### src/rtl/assert_macros.svh
// Assertion macros shared by the line rasterizer RTL.
`ifndef ASSERT_MACROS_SVH
`define ASSERT_MACROS_SVH
`ifndef SYNTHESIS
`define BRL_ASSERT(lbl, c, r, p) lbl: assert property (@(posedge c) disable iff (r) (p)) \
  else $error("assertion failed");
`define BRL_NEVER(lbl, c, r, p) lbl: assert property (@(posedge c) disable iff (r) !(p)) \
  else $error("forbidden condition seen");
`else
`define BRL_ASSERT(lbl, c, r, p)
`define BRL_NEVER(lbl, c, r, p)
`endif
`endif

### src/rtl/brl_pkg.sv
// Shared types and constants of the line rasterizer.
package brl_pkg;
  localparam int MaxDim    = 4096;
  localparam int FracBits  = 16;
  localparam int PosW      = FracBits + 1;
  localparam int CoordW    = 12;
  localparam int SizeW     = 13;
  localparam int LenW      = 2 * CoordW + 1;
  localparam int NumW      = LenW + 2 * FracBits;
  localparam int QuotW     = 2 * FracBits + 1;
  localparam int SqrtSteps = (QuotW + 1) / 2;
  localparam logic [PosW-1:0]  PosOne  = PosW'(1) << FracBits;
  localparam logic [SizeW-1:0] SizeMax = SizeW'(MaxDim);

  localparam logic RegFrameWidth  = 1'b0;
  localparam logic RegFrameHeight = 1'b1;
  localparam logic FuncLoad       = 1'b0;

  typedef struct packed {
    logic       latch_load;
    logic       scale_en;
    logic [1:0] scale_idx;
    logic       setup;
    logic       len;
    logic       sq;
    logic       sum;
    logic       div_step;
    logic       sqrt_init;
    logic       sqrt_step;
    logic       frac_zero;
    logic       frac_take;
    logic       advance;
  } brl_cmd_t;

  typedef struct packed {
    logic active;
    logic total_zero;
  } brl_status_t;
endpackage

### src/rtl/brl_if.sv
// Handshake channels of the line rasterizer: line items in, pixels out.
interface brl_in_if;
  import brl_pkg::*;
  logic            valid;
  logic            ready;
  logic            func;
  logic [PosW-1:0] start_pos_x;
  logic [PosW-1:0] start_pos_y;
  logic [PosW-1:0] end_pos_x;
  logic [PosW-1:0] end_pos_y;
  modport source (output valid, func, start_pos_x, start_pos_y, end_pos_x, end_pos_y,
                  input ready);
  modport sink (input valid, func, start_pos_x, start_pos_y, end_pos_x, end_pos_y,
                output ready);
endinterface

interface brl_out_if;
  import brl_pkg::*;
  logic              valid;
  logic              ready;
  logic [CoordW-1:0] pixel_x;
  logic [CoordW-1:0] pixel_y;
  logic [PosW-1:0]   fraction;
  logic              last;
  modport source (output valid, pixel_x, pixel_y, fraction, last, input ready);
  modport sink (input valid, pixel_x, pixel_y, fraction, last, output ready);
endinterface

### src/rtl/brl_ctrl.sv
// Sequencer of the line rasterizer: steps the datapath through load and pixel work.
module brl_ctrl
  import brl_pkg::*;
(
  input  logic        clk,
  input  logic        rst,
  input  logic        in_valid,
  input  logic        in_func,
  output logic        in_ready,
  output logic        out_valid,
  input  logic        out_ready,
  input  brl_status_t status,
  output brl_cmd_t    cmd
);
  typedef enum logic [9:0] {
    S_IDLE  = 10'b0000000001,
    S_SCALE = 10'b0000000010,
    S_SETUP = 10'b0000000100,
    S_LEN   = 10'b0000001000,
    S_SQ    = 10'b0000010000,
    S_SUM   = 10'b0000100000,
    S_DIV   = 10'b0001000000,
    S_SQI   = 10'b0010000000,
    S_SQRT  = 10'b0100000000,
    S_OUT   = 10'b1000000000
  } state_t;

  state_t     state, state_next;
  logic [5:0] cnt, cnt_next;
  logic       in_fire;

  assign in_ready  = (state == S_IDLE);
  assign out_valid = (state == S_OUT);
  assign in_fire   = in_valid && in_ready;

  always_comb begin
    state_next = state;
    cnt_next   = cnt;
    cmd        = '0;
    cmd.scale_idx = cnt[1:0];
    unique case (state)
      S_IDLE: begin
        cnt_next = '0;
        if (in_fire) begin
          if (in_func == FuncLoad) begin
            cmd.latch_load = 1'b1;
            state_next = S_SCALE;
          end else if (status.active) begin
            state_next = S_SQ;
          end
        end
      end
      S_SCALE: begin
        cmd.scale_en = 1'b1;
        cnt_next = cnt + 6'd1;
        if (cnt == 6'd3) state_next = S_SETUP;
      end
      S_SETUP: begin
        cmd.setup = 1'b1;
        state_next = S_LEN;
      end
      S_LEN: begin
        cmd.len = 1'b1;
        state_next = S_IDLE;
      end
      S_SQ: begin
        cmd.sq = 1'b1;
        state_next = S_SUM;
      end
      S_SUM: begin
        cmd.sum = 1'b1;
        cnt_next = '0;
        if (status.total_zero) begin
          cmd.frac_zero = 1'b1;
          state_next = S_OUT;
        end else begin
          state_next = S_DIV;
        end
      end
      S_DIV: begin
        cmd.div_step = 1'b1;
        cnt_next = cnt + 6'd1;
        if (cnt == 6'(NumW - 1)) state_next = S_SQI;
      end
      S_SQI: begin
        cmd.sqrt_init = 1'b1;
        cnt_next = '0;
        state_next = S_SQRT;
      end
      S_SQRT: begin
        cmd.sqrt_step = 1'b1;
        cnt_next = cnt + 6'd1;
        if (cnt == 6'(SqrtSteps - 1)) state_next = S_OUT;
      end
      S_OUT: begin
        if (cnt == 6'(SqrtSteps)) cmd.frac_take = 1'b1;
        cnt_next = '0;
        if (out_ready) begin
          cmd.advance = 1'b1;
          state_next = S_IDLE;
        end
      end
      default: state_next = S_IDLE;
    endcase
  end

  always_ff @(posedge clk) begin
    if (rst) begin
      state <= S_IDLE;
      cnt   <= '0;
    end else begin
      state <= state_next;
      cnt   <= cnt_next;
    end
  end
endmodule

### src/rtl/brl_dp.sv
// Datapath of the line rasterizer: scaling, error walk, divider and square root.
module brl_dp
  import brl_pkg::*;
(
  input  logic              clk,
  input  logic              rst,
  input  logic              cfg_we,
  input  logic              cfg_index,
  input  logic [SizeW-1:0]  cfg_data,
  input  logic [PosW-1:0]   start_pos_x,
  input  logic [PosW-1:0]   start_pos_y,
  input  logic [PosW-1:0]   end_pos_x,
  input  logic [PosW-1:0]   end_pos_y,
  input  brl_cmd_t          cmd,
  output brl_status_t       status,
  output logic [CoordW-1:0] pixel_x,
  output logic [CoordW-1:0] pixel_y,
  output logic [PosW-1:0]   fraction,
  output logic              last
);
  logic [SizeW-1:0]    frame_width, frame_height;
  logic [PosW-1:0]     pos [4];
  logic [CoordW-1:0]   sc [4];
  logic                active;
  logic [CoordW-1:0]   cur_x, cur_y, origin_x, origin_y, target_x, target_y;
  logic [CoordW-1:0]   abs_delta_x;
  logic signed [12:0]  neg_abs_delta_y;
  logic                dir_x_neg, dir_y_neg;
  logic signed [13:0]  walk_error;
  logic [LenW-1:0]     total_len_sq;
  logic [2*CoordW-1:0] sqa, sqb;
  logic [NumW-1:0]     num;
  logic [LenW-1:0]     rem;
  logic [QuotW-1:0]    quot;
  logic [QuotW:0]      sv;
  logic [SqrtSteps-1:0] sroot;
  logic [SqrtSteps+2:0] srem;
  logic [PosW-1:0]     frac;

  function automatic logic [PosW-1:0] clamp_pos(input logic [PosW-1:0] p);
    return (p > PosOne) ? PosOne : p;
  endfunction

  // Scaling: one shared multiplier, one endpoint coordinate per cycle.
  logic [SizeW-1:0]      size_raw, size_cl;
  logic [CoordW-1:0]     size_m1;
  logic [PosW+CoordW-1:0] scale_prod;
  always_comb begin
    size_raw = cmd.scale_idx[0] ? frame_height : frame_width;
    if (size_raw == '0) size_cl = SizeW'(1);
    else if (size_raw > SizeMax) size_cl = SizeMax;
    else size_cl = size_raw;
    size_m1 = CoordW'(size_cl - SizeW'(1));
    scale_prod = pos[cmd.scale_idx] * size_m1;
  end

  // Setup and per-pixel distance terms.
  logic [CoordW-1:0] ax, ay, ddx, ddy;
  always_comb begin
    ax  = (sc[2] > sc[0]) ? sc[2] - sc[0] : sc[0] - sc[2];
    ay  = (sc[3] > sc[1]) ? sc[3] - sc[1] : sc[1] - sc[3];
    ddx = (cur_x > origin_x) ? cur_x - origin_x : origin_x - cur_x;
    ddy = (cur_y > origin_y) ? cur_y - origin_y : origin_y - cur_y;
  end

  // Division step and square root step.
  logic [LenW:0]        dtrial;
  logic                 dge;
  logic [SqrtSteps+2:0] strial_rem, strial;
  logic                 sge;
  always_comb begin
    dtrial     = {rem, num[NumW-1]};
    dge        = dtrial >= {1'b0, total_len_sq};
    strial_rem = {srem[SqrtSteps:0], sv[QuotW:QuotW-1]};
    strial     = {1'b0, sroot, 2'b01};
    sge        = strial_rem >= strial;
  end

  // Error walk.
  logic signed [14:0] e2;
  logic signed [13:0] err_a;
  logic               step_x, step_y;
  always_comb begin
    e2     = {walk_error, 1'b0};
    step_x = e2 >= 15'(neg_abs_delta_y);
    step_y = e2 <= $signed({3'b000, abs_delta_x});
    err_a  = walk_error + (step_x ? 14'(neg_abs_delta_y) : 14'sd0)
                        + (step_y ? $signed({2'b00, abs_delta_x}) : 14'sd0);
  end

  assign last = (cur_x == target_x) && (cur_y == target_y);

  always_ff @(posedge clk) begin
    if (rst) begin
      frame_width  <= SizeW'(640);
      frame_height <= SizeW'(480);
      active       <= 1'b0;
    end else begin
      if (cfg_we && cfg_index == RegFrameWidth) frame_width <= cfg_data;
      if (cfg_we && cfg_index == RegFrameHeight) frame_height <= cfg_data;
      if (cmd.setup) active <= 1'b1;
      if (cmd.advance && last) active <= 1'b0;
    end
  end

  always_ff @(posedge clk) begin
    if (cmd.latch_load) begin
      pos[0] <= clamp_pos(start_pos_x);
      pos[1] <= clamp_pos(start_pos_y);
      pos[2] <= clamp_pos(end_pos_x);
      pos[3] <= clamp_pos(end_pos_y);
    end
    if (cmd.scale_en) sc[cmd.scale_idx] <= scale_prod[FracBits +: CoordW];
    if (cmd.setup) begin
      origin_x <= sc[0];  origin_y <= sc[1];
      cur_x    <= sc[0];  cur_y    <= sc[1];
      target_x <= sc[2];  target_y <= sc[3];
      abs_delta_x     <= ax;
      neg_abs_delta_y <= -$signed({1'b0, ay});
      dir_x_neg  <= !(sc[0] < sc[2]);
      dir_y_neg  <= !(sc[1] < sc[3]);
      walk_error <= $signed({2'b00, ax}) - $signed({2'b00, ay});
      sqa <= ax * ax;
      sqb <= ay * ay;
    end
    if (cmd.len) total_len_sq <= LenW'(sqa) + LenW'(sqb);
    if (cmd.sq) begin
      sqa <= ddx * ddx;
      sqb <= ddy * ddy;
    end
    if (cmd.sum) begin
      num  <= {LenW'(sqa) + LenW'(sqb), (2*FracBits)'(0)};
      rem  <= '0;
      quot <= '0;
    end
    if (cmd.div_step) begin
      rem  <= dge ? LenW'(dtrial - {1'b0, total_len_sq}) : LenW'(dtrial);
      num  <= {num[NumW-2:0], 1'b0};
      quot <= {quot[QuotW-2:0], dge};
    end
    if (cmd.sqrt_init) begin
      sv    <= {1'b0, quot};
      srem  <= '0;
      sroot <= '0;
    end
    if (cmd.sqrt_step) begin
      srem  <= sge ? strial_rem - strial : strial_rem;
      sroot <= {sroot[SqrtSteps-2:0], sge};
      sv    <= {sv[QuotW-2:0], 2'b00};
    end
    if (cmd.frac_zero) frac <= '0;
    if (cmd.frac_take) frac <= (PosW'(sroot) > PosOne) ? PosOne : PosW'(sroot);
    if (cmd.advance && !last) begin
      walk_error <= err_a;
      if (step_x) cur_x <= dir_x_neg ? cur_x - CoordW'(1) : cur_x + CoordW'(1);
      if (step_y) cur_y <= dir_y_neg ? cur_y - CoordW'(1) : cur_y + CoordW'(1);
    end
  end

  assign status.active     = active;
  assign status.total_zero = (total_len_sq == '0);
  assign pixel_x  = cur_x;
  assign pixel_y  = cur_y;
  assign fraction = (cmd.frac_take) ? ((PosW'(sroot) > PosOne) ? PosOne : PosW'(sroot)) : frac;
endmodule

### src/rtl/bresenham_line_rasterizer_unit.sv
// A load beat scales the four endpoint coordinates, then runs setup and the line length.
// A step beat squares and sums the distance terms and, for a line of more than one pixel,
// runs the bit-serial divider (57 bits) and square root (17 bits), which set the step rate.
// One beat at a time. A step beat while no line is active is taken and gives no pixel.
// Reset (rst, synchronous, active high) clears the sequencer and the active flag and sets
// the frame size to 640 by 480.
`include "assert_macros.svh"
module bresenham_line_rasterizer_unit
  import brl_pkg::*;
(
  input  logic             clk,
  input  logic             rst,
  input  logic             cfg_we,
  input  logic             cfg_index,
  input  logic [SizeW-1:0] cfg_data,
  brl_in_if.sink           line_in,
  brl_out_if.source        pix_out
);
  brl_cmd_t    cmd;
  brl_status_t status;

  // The sequencer owns the handshakes; the datapath only follows its commands.
  brl_ctrl u_ctrl (
    .clk       (clk),
    .rst       (rst),
    .in_valid  (line_in.valid),
    .in_func   (line_in.func),
    .in_ready  (line_in.ready),
    .out_valid (pix_out.valid),
    .out_ready (pix_out.ready),
    .status    (status),
    .cmd       (cmd)
  );

  // Scaling, error walk and the distance fraction units live here.
  brl_dp u_dp (
    .clk         (clk),
    .rst         (rst),
    .cfg_we      (cfg_we),
    .cfg_index   (cfg_index),
    .cfg_data    (cfg_data),
    .start_pos_x (line_in.start_pos_x),
    .start_pos_y (line_in.start_pos_y),
    .end_pos_x   (line_in.end_pos_x),
    .end_pos_y   (line_in.end_pos_y),
    .cmd         (cmd),
    .status      (status),
    .pixel_x     (pix_out.pixel_x),
    .pixel_y     (pix_out.pixel_y),
    .fraction    (pix_out.fraction),
    .last        (pix_out.last)
  );

  // A pixel waiting at the output means no new beat may enter.
  `BRL_NEVER(a_no_overlap, clk, rst, pix_out.valid && line_in.ready)
  // The fraction never exceeds one.
  `BRL_ASSERT(a_frac_range, clk, rst, !pix_out.valid || (pix_out.fraction <= PosOne))
  // A pixel beat only comes out while a line is active.
  `BRL_ASSERT(a_active_out, clk, rst, !pix_out.valid || status.active)
  // Delivering the last pixel ends the line.
  `BRL_ASSERT(a_last_ends, clk, rst,
    (pix_out.valid && pix_out.ready && pix_out.last) |=> !status.active)
endmodule
### src/flat_wrapper.sv
// flat-port wrapper written by rule: the top's interface ports become plain ports
module bresenham_line_rasterizer_unit_flat import brl_pkg::*;
  (clk, rst, cfg_we, cfg_index, cfg_data, line_in_valid, line_in_func, line_in_start_pos_x, line_in_start_pos_y, line_in_end_pos_x, line_in_end_pos_y, line_in_ready, pix_out_valid, pix_out_pixel_x, pix_out_pixel_y, pix_out_fraction, pix_out_last, pix_out_ready);
  brl_in_if line_in_i ();
  brl_out_if pix_out_i ();
  input  logic clk;
  input  logic rst;
  input  logic cfg_we;
  input  logic cfg_index;
  input  logic [SizeW-1:0] cfg_data;
  input wire logic [$bits(line_in_i.valid)-1:0] line_in_valid;
  input wire logic [$bits(line_in_i.func)-1:0] line_in_func;
  input wire logic [$bits(line_in_i.start_pos_x)-1:0] line_in_start_pos_x;
  input wire logic [$bits(line_in_i.start_pos_y)-1:0] line_in_start_pos_y;
  input wire logic [$bits(line_in_i.end_pos_x)-1:0] line_in_end_pos_x;
  input wire logic [$bits(line_in_i.end_pos_y)-1:0] line_in_end_pos_y;
  output wire logic [$bits(line_in_i.ready)-1:0] line_in_ready;
  output wire logic [$bits(pix_out_i.valid)-1:0] pix_out_valid;
  output wire logic [$bits(pix_out_i.pixel_x)-1:0] pix_out_pixel_x;
  output wire logic [$bits(pix_out_i.pixel_y)-1:0] pix_out_pixel_y;
  output wire logic [$bits(pix_out_i.fraction)-1:0] pix_out_fraction;
  output wire logic [$bits(pix_out_i.last)-1:0] pix_out_last;
  input wire logic [$bits(pix_out_i.ready)-1:0] pix_out_ready;
  assign line_in_i.valid = line_in_valid;
  assign line_in_i.func = line_in_func;
  assign line_in_i.start_pos_x = line_in_start_pos_x;
  assign line_in_i.start_pos_y = line_in_start_pos_y;
  assign line_in_i.end_pos_x = line_in_end_pos_x;
  assign line_in_i.end_pos_y = line_in_end_pos_y;
  assign line_in_ready = line_in_i.ready;
  assign pix_out_valid = pix_out_i.valid;
  assign pix_out_pixel_x = pix_out_i.pixel_x;
  assign pix_out_pixel_y = pix_out_i.pixel_y;
  assign pix_out_fraction = pix_out_i.fraction;
  assign pix_out_last = pix_out_i.last;
  assign pix_out_i.ready = pix_out_ready;
  bresenham_line_rasterizer_unit u_core (.clk(clk), .rst(rst), .cfg_we(cfg_we), .cfg_index(cfg_index), .cfg_data(cfg_data), .line_in(line_in_i), .pix_out(pix_out_i));
endmodule
### config.mk
export PLATFORM = sky130hd
export DESIGN_NAME = bresenham_line_rasterizer_unit_flat
export DESIGN_NICKNAME = d
export VERILOG_FILES = /design/src/rtl/brl_pkg.sv /design/src/rtl/brl_if.sv /design/src/rtl/brl_ctrl.sv /design/src/rtl/brl_dp.sv /design/src/rtl/bresenham_line_rasterizer_unit.sv /design/src/flat_wrapper.sv
export VERILOG_INCLUDE_DIRS = /design/src /design/src/rtl
export SDC_FILE = /design/constraint.sdc
export NUM_CORES = 2
export LEC_CHECK = 0
export BUFFER_PORTS_ARGS = -buffer_cell sky130_fd_sc_hd__buf_2
export CAP_MARGIN = 15
export CORE_ASPECT_RATIO = 0.9
export CORE_UTILIZATION = 55
export DETAILED_ROUTE_END_ITERATION = 12
export GPL_ROUTABILITY_DRIVEN = 0
export GPL_TIMING_DRIVEN = 0
export PLACE_DENSITY_LB_ADDON = 0.1
export SLEW_MARGIN = 30
export SYNTH_ARGS = -nofsm -noshare
export SYNTH_HDL_FRONTEND = slang
export SYNTH_HIERARCHICAL = 1
export SYNTH_SLANG_ARGS = --single-unit
### constraint.sdc
create_clock -name clk -period 11.9 [get_ports clk]
set_clock_uncertainty 0.2 [all_clocks]
set_input_delay 1.785 -clock clk [delete_from_list [all_inputs] [get_ports clk]]
set_output_delay 1.785 -clock clk [all_outputs]
set_load 0.005 [all_outputs]
# [Word-level counts from Yosys, hierarchy flattened]
# Memories as Yosys holds them, arrays and structs flattened. A register that Yosys moved wholly into a read port is not among the register bits.
# Index checks and enable logic that the tools add are counted.
[totals] ff_bits=398 latch_bits=0 ramBits=116 mem_bits_ro=0 in_bits=88 out_inout_bits=44 elab_cells=193 mem_count=2
[memory_table] name="u_core.u_dp.pos" words=4 width=17 read_ports=1 rd_ports_with_merged_regs=1 write_ports=4 line_no="brl_dp.sv:22" source="logic [PosW-1:0] pos [4];"
[memory_table] name="u_core.u_dp.sc" words=4 width=12 read_ports=4 rd_ports_with_merged_regs=0 write_ports=1 line_no="brl_dp.sv:23" source="logic [CoordW-1:0] sc [4];"
[op_classes] add_sub_neg=21 multipliers=5 div=0 n_lt_le_gt_ge=16 n_eq_ne=22 n_shift=0 n_mux=77 n_bitwise=1 n_reduce_logical=21
[ops] cell="2-to-1 mux 12 bit" n=15
[ops] cell="2-to-1 mux 17 bit" n=10
[ops] cell="2-to-1 mux 57 bit" n=2
[ops] cell="multiplier 12 x 12 -> 24 bit" n=4
[ops] cell="2-to-1 mux 24 bit" n=4
[ops] cell="subtractor 12 bit" n=8
[ops] cell="one-hot mux 10 bit (9 select lines)" n=1
[ops] cell="greater-than comparator 17 bit, second input constant" n=5
[ops] cell="2-to-1 mux 10 bit" n=8
[ops] cell="2-to-1 mux 25 bit" n=3
[ops] cell="2-to-1 mux 34 bit" n=2
[ops] cell="2-to-1 mux 33 bit" n=2
[ops] cell="2-to-1 mux 18 bit" n=3
[ops] cell="greater-than comparator 12 bit" n=4
[ops] cell="2-to-1 mux 14 bit" n=3
[ops] cell="subtractor 12 x 1 -> 12 bit, second input constant" n=3
[ops] cell="multiplier 17 x 12 -> 28 bit" n=1
[ops] cell="greater-or-equal comparator 26 x 25 -> 1 bit" n=1
[ops] cell="adder 24 x 24 -> 25 bit" n=1
[ops] cell="zero test 25 bit" n=1
[ops] cell="subtractor 25 bit" n=1
[ops] cell="adder 12 x 1 -> 12 bit, second input constant" n=2
[ops] cell="== test 12 bit" n=2
[ops] cell="< comparator 12 bit" n=2
[ops] cell="other kinds (39)" n=75

# [Logic depth before layout (Yosys ltp)]
[logic_depth] depth_word=6 depth_mapped=36 mapped_depth_nobuf=35

# [Modules after synthesis]
# The synthesis kept the hierarchy.
[modules_own_cells] mod="brl_dp" instances=1 cells_each=5125 area_each_um2=50433.4 seq_area_each_um2=14363.8
[modules_own_cells] mod="brl_ctrl" instances=1 cells_each=133 area_each_um2=1078.5 seq_area_each_um2=320.3

# [Worst setup path before layout]
# OpenSTA, ideal clock, no wires.
[synth_timing] path_type="register to register" from="reg u_core.u_ctrl.state[1]" to="reg u_core.u_dp.sqa[0], enable pin" setup_ps=383 arrival_ps=8595 t_required_ps=11317 path_slack_ps=2722 path_stages_with_launch=9 n_path_buf=4 synth_period_minus_slack_ps=9178 path_cell_list="dfxtp_1 -> clkbuf_1 -> or4_1 -> buf_2 -> or4_4 -> nor3b_1 -> clkbuf_1 -> clkbuf_1 -> or2_2"
[synth_lines] item="start, declared" line_no="brl_ctrl.sv:28" source="state_t state, state_next;"
[synth_lines] item="start signal, assigned" line_no="brl_ctrl.sv:112" source="state <= state_next;"
[synth_lines] item="end signal, assigned" line_no="brl_dp.sv:123" source="sqa <= ax * ax;"
[synth_lines] item="end signal, assigned" line_no="brl_dp.sv:128" source="sqa <= ddx * ddx;"
[synth_lines] item="end, declared" line_no="brl_dp.sv:31" source="logic [2*CoordW-1:0] sqa, sqb;"

# [Final worst setup path]
[layout_timing] from="reg u_core.u_ctrl.cnt[0]" to="mem u_core.u_dp.sc[0][9], data pin"
[layout_via] elab_chain_len=6 elab_cells_between_ends=7 cone_classes="1 x add/sub; 1 x mul; 1 x order compare; 3 x mux; 1 x reduce/logical"
[layout_rtl] item="start, declared" line_no="brl_ctrl.sv:29" source="logic [5:0] cnt, cnt_next;"
[layout_rtl] item="start signal, assigned" line_no="brl_ctrl.sv:113" source="cnt <= cnt_next;"
[layout_rtl] item="2-to-1 mux 13 bit *" line_no="brl_dp.sv:49" source="size_raw = cmd.scale_idx[0] ? frame_height : frame_width;"
[layout_rtl] item="greater-than comparator 13 bit" line_no="brl_dp.sv:51" source="else if (size_raw > SizeMax) size_cl = SizeMax;"
[layout_rtl] item="2-to-1 mux 12 bit" line_no="brl_dp.sv:51"
[layout_rtl] item="2-to-1 mux 12 bit *" line_no="brl_dp.sv:50" source="if (size_raw == '0) size_cl = SizeW'(1);"
[layout_rtl] item="subtractor 12 x 1 -> 12 bit *" line_no="brl_dp.sv:53" source="size_m1 = CoordW'(size_cl - SizeW'(1));"
[layout_rtl] item="multiplier 17 x 12 -> 28 bit *" line_no="brl_dp.sv:54" source="scale_prod = pos[cmd.scale_idx] * size_m1;"
[layout_rtl] item="net u_core.u_dp.scale_prod[25]" line_no="brl_dp.sv:47" source="logic [PosW+CoordW-1:0] scale_prod;"
[layout_rtl] item="end, declared" line_no="brl_dp.sv:23"
# Mark *: on every way through the listed nets, which the timed path passes. The rest lies on a longest branch.

==> key figures <==
Yosys
  • Syn_area_per_cell: 9.80 µm²
  • Syn Inst Count: 5258
  • Synth unique cells: 103
  • Post-synth ARST share: 0%
  • Synth Net Count: 6352
  • Synthesized flop and latch total: 512
  • Predominant post-synthesis flop cell: edfxtp_1
  • Synth Cell Area: 51500 µm²
  • Sequential area share after synthesis: 28.5%
  • Post-synth EDFFs: 443
  • Ys Warns: 6

Worst setup path
  • Most frequent CP cell: fa_1
  • Peak fanout along the critical path: 10
  • WS Path Type: reg -> reg
  • CP Capture Type: flop
  • R2r setup slk: 1.36 ns
  • Register-to-Register Path Depth: 30
  • Critical path's top delay family: adder cells
  • Startpoint types: flop
  • Data required time of the worst path: 11.96 ns
  • Worst reg2reg startpoint: u_core/u_ctrl/cnt[0]
  • Worst path arrival time: 10.61 ns
  • CP max stage delay: 0.80 ns
  • Slowest stage cell, crit path: xnor2_1
  • Worst Setup SP: u_core/u_ctrl/cnt[0]
  • R2R Path End: u_core/u_dp/sc[0][9]
  • Buf/Inv on CP: 7

Timing
  • Slew HR: 31.1%
  • Max Slew Vio Count: 0
  • Fin. Hold Viols: 0
  • Fin crit share: 88.6%
  • Setup TNS: 0 ns
  • Fmax: 94.8 MHz
  • RSZ-0062 raised after global routing: false
  • Final setup violation count: 0
  • Minimum clock period: 10.54 ns
  • Worst-Margin Slew: 1.03 ns

Clock network
  • CTS tree: built
  • Clock buffer depth: 3
  • Latest clock arrival within the worst-skew pair: 0.67 ns
  • Post-CTS setup buffer count: 0
  • CTS Hold Bufs: 0
  • Total CTS buffers: 58
  • Root buf cell: clkbuf_16
  • Cts repair resizes: 0
  • Reg clk slew, reported paths: 0.06 ns
  • Clock Sinks: 512
  • H-tree depth: 2

Global routing
  • Number of global-route vias before repair: 37000
  • Largest net degree at the start of global routing: 47
  • First-pass GRT wire length: 203000 µm
  • Gr ovfl total: 0
  • Antenna violations before repair: 3
  • GR Util All Layers: 26.9%

Min path
  • Hold Path Stages: 2
  • End of the worst hold path: u_core/u_dp/frame_height[12]
  • Worst hold path class: reg -> reg
  • Min-delay src: u_core/u_dp/frame_height[12]

Floorplanning
  • Core Rows: 106
  • Io pins: 132
  • Die H: 292 µm
  • Initial Utilization: 55.5%
  • Die width: 325 µm
  • Die ar.: 94900 µm²
  • Core Area: 92800 µm²

Drt
  • Drt first pass iters: 6
  • Final WL: 127000 µm
  • DR vias: 37700
  • Wire per inst: 18.8 µm
  • Antenna viol nets, final: 0
  • Residual DRC: 0
  • Vias per std cell: 5.58
  • Drt initial violations: 2834

Final layout
  • Nets: 6564
  • Area growth, synth to finish: 8.81%
  • # fillers: 7961
  • Proportion of layout cells with a drive suffix above 1: 8.17%

Place
  • Hpwl dp: 102000 µm
  • Buffers on Ports: 131

Run status
  • Outcome: finished clean

Job
  • Max-Cap Viols: 0
==> flip-flops by register name (all words and copies together), names as in the netlist, 13 cells and up <==
name,flops
u_core/u_dp/pos,68
u_core/u_dp/sqb,23
u_core/u_dp/sv,34
u_core/u_dp/sroot,17
u_core/u_dp/quot,33
u_core/u_dp/sc,48
u_core/u_dp/walk_error,14
u_core/u_dp/sqa,23
u_core/u_dp/rem,25
u_core/u_dp/frame_height,13
u_core/u_dp/frac,17
u_core/u_dp/frame_width,13
u_core/u_dp/neg_abs_delta_y,13
u_core/u_dp/total_len_sq,25
u_core/u_dp/num,25
u_core/u_dp/srem,18
==> area by class of cell <==
| cell class | instances | area (µm²) | share of cell area [%] |
|---|---|---|---|
| multi-input combinational | 3732 | 33100 | 59.0 |
| sequential | 512 | 14700 | 26.2 |
| inverter | 838 | 3150 | 5.61 |
| tap | 1242 | 1550 | 2.77 |
| clock buffer | 76 | 1540 | 2.75 |
| timing repair buffer | 152 | 868 | 1.55 |
| buffer | 176 | 739 | 1.32 |
| clock inverter | 32 | 432 | 0.770 |
| antenna | 3 | 7.51 | 0.0134 |
==> layer usage <==
layer / global-route usage (%) / wire [µm] / up-vias
li1: - / - / 18000
met1: 39.5 / 59400 / 18500
met2: 41.9 / 56700 / 1063
met3: 4.17 / 8300 / 132
met4: 6.14 / 2570 / 0
met5: 0 / 0 / -
==> cells in the mapped netlist, types with 18 or more instances <==
master / number / area [µm²]
a211oi_1: 35 / 263
a21o_1: 77 / 578
a21oi_1: 216 / 1080
a22o_1: 32 / 280
and2_1: 131 / 820
and3_1: 18 / 113
buf_2: 28 / 140
clkbuf_1: 129 / 484
dfxtp_1: 69 / 1380
edfxtp_1: 443 / 13300
fa_1: 485 / 9710
ha_1: 521 / 6520
inv_1: 827 / 3100
mux2_2: 45 / 507
mux2i_1: 76 / 761
nand2_1: 380 / 1430
nand2b_1: 67 / 419
nand3_1: 94 / 470
nand4_1: 33 / 206
nor2_1: 422 / 1580
nor2b_1: 132 / 826
nor3_1: 88 / 440
nor4_1: 52 / 325
o211ai_1: 19 / 143
o21a_1: 34 / 255
o21ai_0: 168 / 841
o21bai_1: 28 / 210
o31ai_1: 20 / 150
or2_2: 37 / 231
or3_1: 26 / 163
xnor2_1: 162 / 1420
xor2_1: 90 / 788
==> cells by family (layout without fill, tap and decap cells) <==
kind of cell	after synthesis	after routing	synth area share, %
multiplexers	141	141	3.27
flip-flops	512	512	28.5
XOR/XNOR	262	262	4.65
other	0	3	0
buffers and inverters	1014	1274	7.54
AO/OA/AOI/OAI	777	777	9.77
adder cells (fa/ha/maj)	1006	1006	31.5
AND/OR/NAND/NOR	1546	1546	14.8
==> cell usage in the layout (no fill, tap or decap), types with 13 or more instances in the layout <==
master,n
nand2_1,380
a21boi_0,14
inv_1,827
or2_2,34
xnor2_1,154
buf_4,19
a21oi_1,216
a21o_1,77
o21ai_0,168
nand3_1,94
o211ai_1,19
a22o_1,32
buf_2,160
o21bai_1,28
o21a_1,34
clkbuf_16,58
mux2_2,45
clkbuf_1,144
dfxtp_1,69
and2_1,131
nand4_1,33
a211oi_1,34
mux2i_1,76
edfxtp_1,443
or3_1,26
nor4_1,51
a31oi_1,16
ha_1,521
a31o_2,13
mux4_2,16
and3_1,18
fa_1,485
nor2b_1,132
xor2_1,88
o31ai_1,18
nor2_1,421
nand2b_1,67
nor3_1,85
==> worst max-delay path by stage <==
stage	end	slack (ns)	cells after the start
after floorplan	u_core/u_dp/sqa[0]	2.72	8
after global placement	u_core/u_dp/sqa[14]	-2.27	8
after detailed placement	u_core/u_dp/sc[1][11]	1.54	32
after CTS	u_core/u_dp/sc[0][11]	1.41	32
after global routing	u_core/u_dp/sqb[23]	0.83	34
final	u_core/u_dp/sc[0][9]	1.36	30
==> tightest hold or removal path, cell delays in order, from the launching register on <==
cell     delay (ns)
dfxtp_1        0.31
nand2_1        0.05
a21oi_1        0.05
==> per-stage QoR <==
stage          util (%)  worst slack [ns]  cells  cell area (µm²)  hold WS, ns
2_1_floorplan         -              2.72   5258            51500        0.236
3_3_place_gp       57.9             -2.27   6631            53700        0.249
3_5_place_dp       58.2              1.54   6652            54000        0.249
4_1_cts            60.3              1.41   6760            56000        0.257
5_1_grt            60.4             0.831   6762            56100        0.278
6_report           60.4              1.36   6763            56100        0.258
Power is not shown: default switching activity piles up to over one toggle a cycle in this logic, so the estimate is an artifact.
